==> config.mk <==
export PLATFORM = sky130hd
export DESIGN_NAME = tfn_queue
export DESIGN_NICKNAME = d
export VERILOG_FILES = /design/src/sv/tfn_pkg.sv /design/src/sv/tfn_queue.sv
export SDC_FILE = /design/constraint.sdc
export NUM_CORES = 1
export LEC_CHECK = 0
export BUFFER_PORTS_ARGS = -buffer_cell sky130_fd_sc_hd__buf_2
export CORE_MARGIN = 4
export CORE_UTILIZATION = 35
export CTS_CLUSTER_SIZE = 30
export DETAILED_ROUTE_END_ITERATION = 16
export GPL_ROUTABILITY_DRIVEN = 0
export GPL_TIMING_DRIVEN = 0
export PLACE_DENSITY_LB_ADDON = 0.25
export SLEW_MARGIN = 20
export SYNTH_ARGS = -nofsm -noshare
export SYNTH_HDL_FRONTEND = slang
export SYNTH_SLANG_ARGS = --single-unit
==> constraint.sdc <==
create_clock -name clk -period 3.96 [get_ports clk]
set_clock_uncertainty 0.2 [all_clocks]
set_input_delay 0.594 -clock clk [delete_from_list [all_inputs] [get_ports clk]]
set_output_delay 0.594 -clock clk [all_outputs]
set_load 0.1 [all_outputs]
==> src/sv/tfn_pkg.sv <==
`timescale 1ns / 1ps
// ----------------------------------------------------------------------------
// tfn_pkg: shared types and constants for the triangle face normal block
// Output format, divider step count and queue sizing.
// ----------------------------------------------------------------------------
package tfn_pkg;

  localparam int OUT_FRAC    = 14;
  localparam int OUT_WIDTH   = 16;
  localparam int DIV_STEPS   = OUT_FRAC + 1;
  localparam int QUEUE_DEPTH = 4;
  localparam int QUEUE_AW    = 2;
  localparam int QUEUE_CW    = QUEUE_AW + 1;

  typedef struct packed {
    logic full;
    logic empty;
  } tfn_q_stat_t;

endpackage

==> src/sv/tfn_queue.sv <==
`timescale 1ns / 1ps
// ----------------------------------------------------------------------------
// tfn_queue: short queue between front and back
// Holds cross products so each side can stall on its own.
// ----------------------------------------------------------------------------
module tfn_queue #(
  parameter int DW = 78
) (
  input  logic                 clk,
  input  logic                 rst_n,
  input  logic                 push_valid,
  input  logic [DW-1:0]        push_data,
  input  logic                 pop,
  output logic [DW-1:0]        head_data,
  output tfn_pkg::tfn_q_stat_t q_stat
);

  logic [DW-1:0]                   mem_r [tfn_pkg::QUEUE_DEPTH];
  logic [tfn_pkg::QUEUE_AW-1:0]    wr_ptr_r, rd_ptr_r;
  logic [tfn_pkg::QUEUE_CW-1:0]    count_r, count_nxt;
  logic                            do_push, do_pop;

  assign q_stat.full  = (count_r == tfn_pkg::QUEUE_CW'(tfn_pkg::QUEUE_DEPTH));
  assign q_stat.empty = (count_r == '0);
  assign do_push      = push_valid && !q_stat.full;
  assign do_pop       = pop && !q_stat.empty;
  assign head_data    = mem_r[rd_ptr_r];

  always_comb begin
    count_nxt = count_r;
    if (do_push && !do_pop) count_nxt = count_r + 1'b1;
    else if (do_pop && !do_push) count_nxt = count_r - 1'b1;
  end

  always_ff @(posedge clk) begin
    if (!rst_n) begin
      wr_ptr_r <= '0;
      rd_ptr_r <= '0;
      count_r  <= '0;
    end else begin
      if (do_push) wr_ptr_r <= wr_ptr_r + 1'b1;
      if (do_pop) rd_ptr_r <= rd_ptr_r + 1'b1;
      count_r <= count_nxt;
    end
  end

  always_ff @(posedge clk) begin
    if (do_push) mem_r[wr_ptr_r] <= push_data;
  end

  a_count_bound: assert property (@(posedge clk) disable iff (!rst_n)
    count_r <= tfn_pkg::QUEUE_CW'(tfn_pkg::QUEUE_DEPTH))
    else $error("queue count over depth");

  a_count_track: assert property (@(posedge clk) disable iff (!rst_n)
    (do_push && !do_pop) |=> (count_r == $past(count_r) + 1'b1))
    else $error("queue count missed a push");

  a_no_pop_empty: assert property (@(posedge clk) disable iff (!rst_n)
    q_stat.empty |-> (wr_ptr_r == rd_ptr_r))
    else $error("queue empty with pointers apart");

endmodule

==> impl_results.md <==
- Status: finished, final reports clean
- Slowest Stage Delay on Critical Path: 0.45 ns
- CP max stage cell: buf_2
- Slew @ Worst Pin: 0.667 ns
- Max-slew headroom: 55.5%
- Largest family of logic cells by synthesized area: multiplexers
- Antenna violations before repair: 2
- Largest cells by area after synthesis: edfxtp_1, mux4_2, dfxtp_1
- Synthesized cell area: 11700 um^2
- Clock Path Buffers: 3
- Crit-path cells: buf_2 > buf_2 > buf_2 > mux4_2 > buf_2
- Sequential area share after synthesis: 81.3%
- Synth async-reset ratio: 0%
- Synth Register Bits: 321
- Most common cell in the netlist: edfxtp_1
- Period minus WS final: 3.26 ns
- Fmax: 307 MHz
- Final WL: 23.0 mm
- Ports: 162
- Most frequent CP cell: buf_2
- # port buffers: 160
- Hold Crit Class: primary input to flop
- Antenna cells: 0
- First-pass detailed-route iteration total: 4
- Detailed Place HPWL: 14.8 mm
- Drt drc: 0
- Worst setup SP type: flop
- Starting Density: 35.8%
- Worst skew pair latency: 0.50 ns
- Grt total ovfl: 0
- Per-instance average area after synthesis: 25.8 um^2
- Ys Warns: 0
- Fin area: 14500 um^2
- Synth Area in Compound Gates: 0.245%
- Max-Cap Viols: 0
- Gate Count Post-Synth: 456
- Clk pin slew, worst setup/hold paths: 0.06 ns
- Placed cell area: 13300 um^2
- H-tree lvl count: 2
- Synth Area in Simple Gates: 0.820%
- Synth Area in Adders: 0.703%
- Yosys top cell area share: 79.8%
- Main synth FF type: edfxtp_1
- XOR/XNOR share of the synthesized area: 0.298%
- CP required: 3.17 ns
- Fillcell total: 2832
- Initial drt markers: 267
- First-pass GRT wire length: 34.8 mm
- Root buffer cell: clkbuf_16
- Post-synthesis mux area share: 15.2%
- Largest net degree at the start of global routing: 34
- Worst reg-to-reg setup slack: 1.27 ns
- Antenna viol nets, final: 0
- Top cells by count, synth: edfxtp_1, mux4_2, dfxtp_1
- Area grow syn2layout: 23.3%
- Sink count of the clock tree: 321
- Core area: 32800 um^2
- All-Layer GR Usage: 12.6%
- Final net count: 750
- Full die area: 36600 um^2
- Post-CTS setup buffers: 0
- Fraction of layout cells with a size suffix above 1: 46.3%
- Synth unique cells: 24
- Via count: 5333
- Worst setup EP type: primary output
- RSZ-0062 raised after global routing: no
- Final setup viols: 0
- Routed vias/inst: 4.72
- CP Max Fanout: 10
- Count of flip-flops with a built-in enable after synthesis: 312
- Die X-Extent: 191 um
- WL per Instance: 20.4 um
- WP data arrival: 2.47 ns
- Final critical-path share of the clock period: 82.3%
- Die Ht: 191 um
- WS Path Type: flop to primary output
- Number of global-route vias before repair: 5948
- Max Slew Vio Count: 0
- CTS Buf Count: 36
- Post-CTS Hold Fix Bufs: 0
- Syn nets: 544
- Hold Violations, Final: 0
- Cts repair resizes: 0
- CTS tree: yes
- Rows: 66
- Synth area leader: edfxtp_1
==> layout by cell type, fill, tap and decap left out, types with 2 or more instances in the layout <==
cell and count:
xnor2_1 3, inv_1 3, bufinv_16 6, nor2b_1 2
buf_2 164, clkbuf_1 11, clkbuf_16 37, and2_4 4
buf_4 5, mux4_2 78, and2_1 4, inv_6 2
nand2_1 4, dfxtp_1 9, ha_1 5, clkinv_2 8
mux2i_1 3, edfxtp_1 312, buf_12 11, clkinv_1 5
==> metrics by stage <==
stage	setup TNS [ns]	setup WS (ns)	hold WS [ns]	std cells	utilization, %
after CTS	0	0.586	0.0765	1129	44.2
after detailed placement	0	1.15	0.308	1066	40.5
after global routing	0	0.517	0.0779	1129	44.2
after global placement	-378.48	-1.23	0.282	1058	40.0
after floorplan	0	0.234	0.268	456	-
final	0	0.699	0.103	1129	44.2
==> final cells by class <==
cell class / instances / area, um^2 / area share (%)
timing repair buffer: 168 / 961 / 6.64
inverter: 3 / 11.3 / 0.0778
tap: 442 / 553 / 3.82
clock buffer: 41 / 941 / 6.50
sequential: 321 / 9550 / 66.0
multi-input combinational: 112 / 2040 / 14.1
clock inverter: 22 / 264 / 1.82
buffer: 20 / 155 / 1.07
==> state kept, by name (all words and copies together), names as in the netlist, named ones only <==
| register | flops |
|---|---|
| wr_ptr_r | 2 |
| rd_ptr_r | 2 |
| mem_r | 312 |
| count_r | 3 |
==> cell families after synthesis <==
kind of cell | count (synthesis)
and+or+nand+nor | 17
AOI/OAI and AO/OA | 4
muxes | 81
adders and majority gates | 6
xor gates and xnor gates | 4
DFF | 321
buffers and inverters | 23
==> per-layer routing <==
layer | routed length [um] | track usage, % | part of all wire [%] | vias to the layer above
li1 | - | - | - | 2362
met1 | 9540 | 15.7 | 41 | 2781
met2 | 11600 | 22.0 | 50 | 137
met3 | 1250 | 3.10 | 5.4 | 49
met4 | 590 | 3.90 | 2.6 | 4
met5 | 23 | 0 | 0.10 | -
==> path summary, 6_finish.rpt <==
path,from,end,cells after the start
worst max-delay path,flop,head_data[51],5
worst min-delay path,push_data[52],mem_r[2][52]$_DFFE_PP_,1
worst max register to register,count_r[0]$_SDFFE_PN0P_,count_r[2]$_SDFFE_PN0P_,9
worst min register to register,wr_ptr_r[1]$_SDFFE_PN0P_,wr_ptr_r[1]$_SDFFE_PN0P_,2
==> critical path: cells and delay by family, from the launching register on <==
kind                   cells  cell delay [ns]
muxes                      1             0.26
buffers and inverters      4             1.38
DFF                        1             0.30
Power is not shown: default switching activity piles up to over one toggle a cycle in this logic, so the estimate is an artifact.
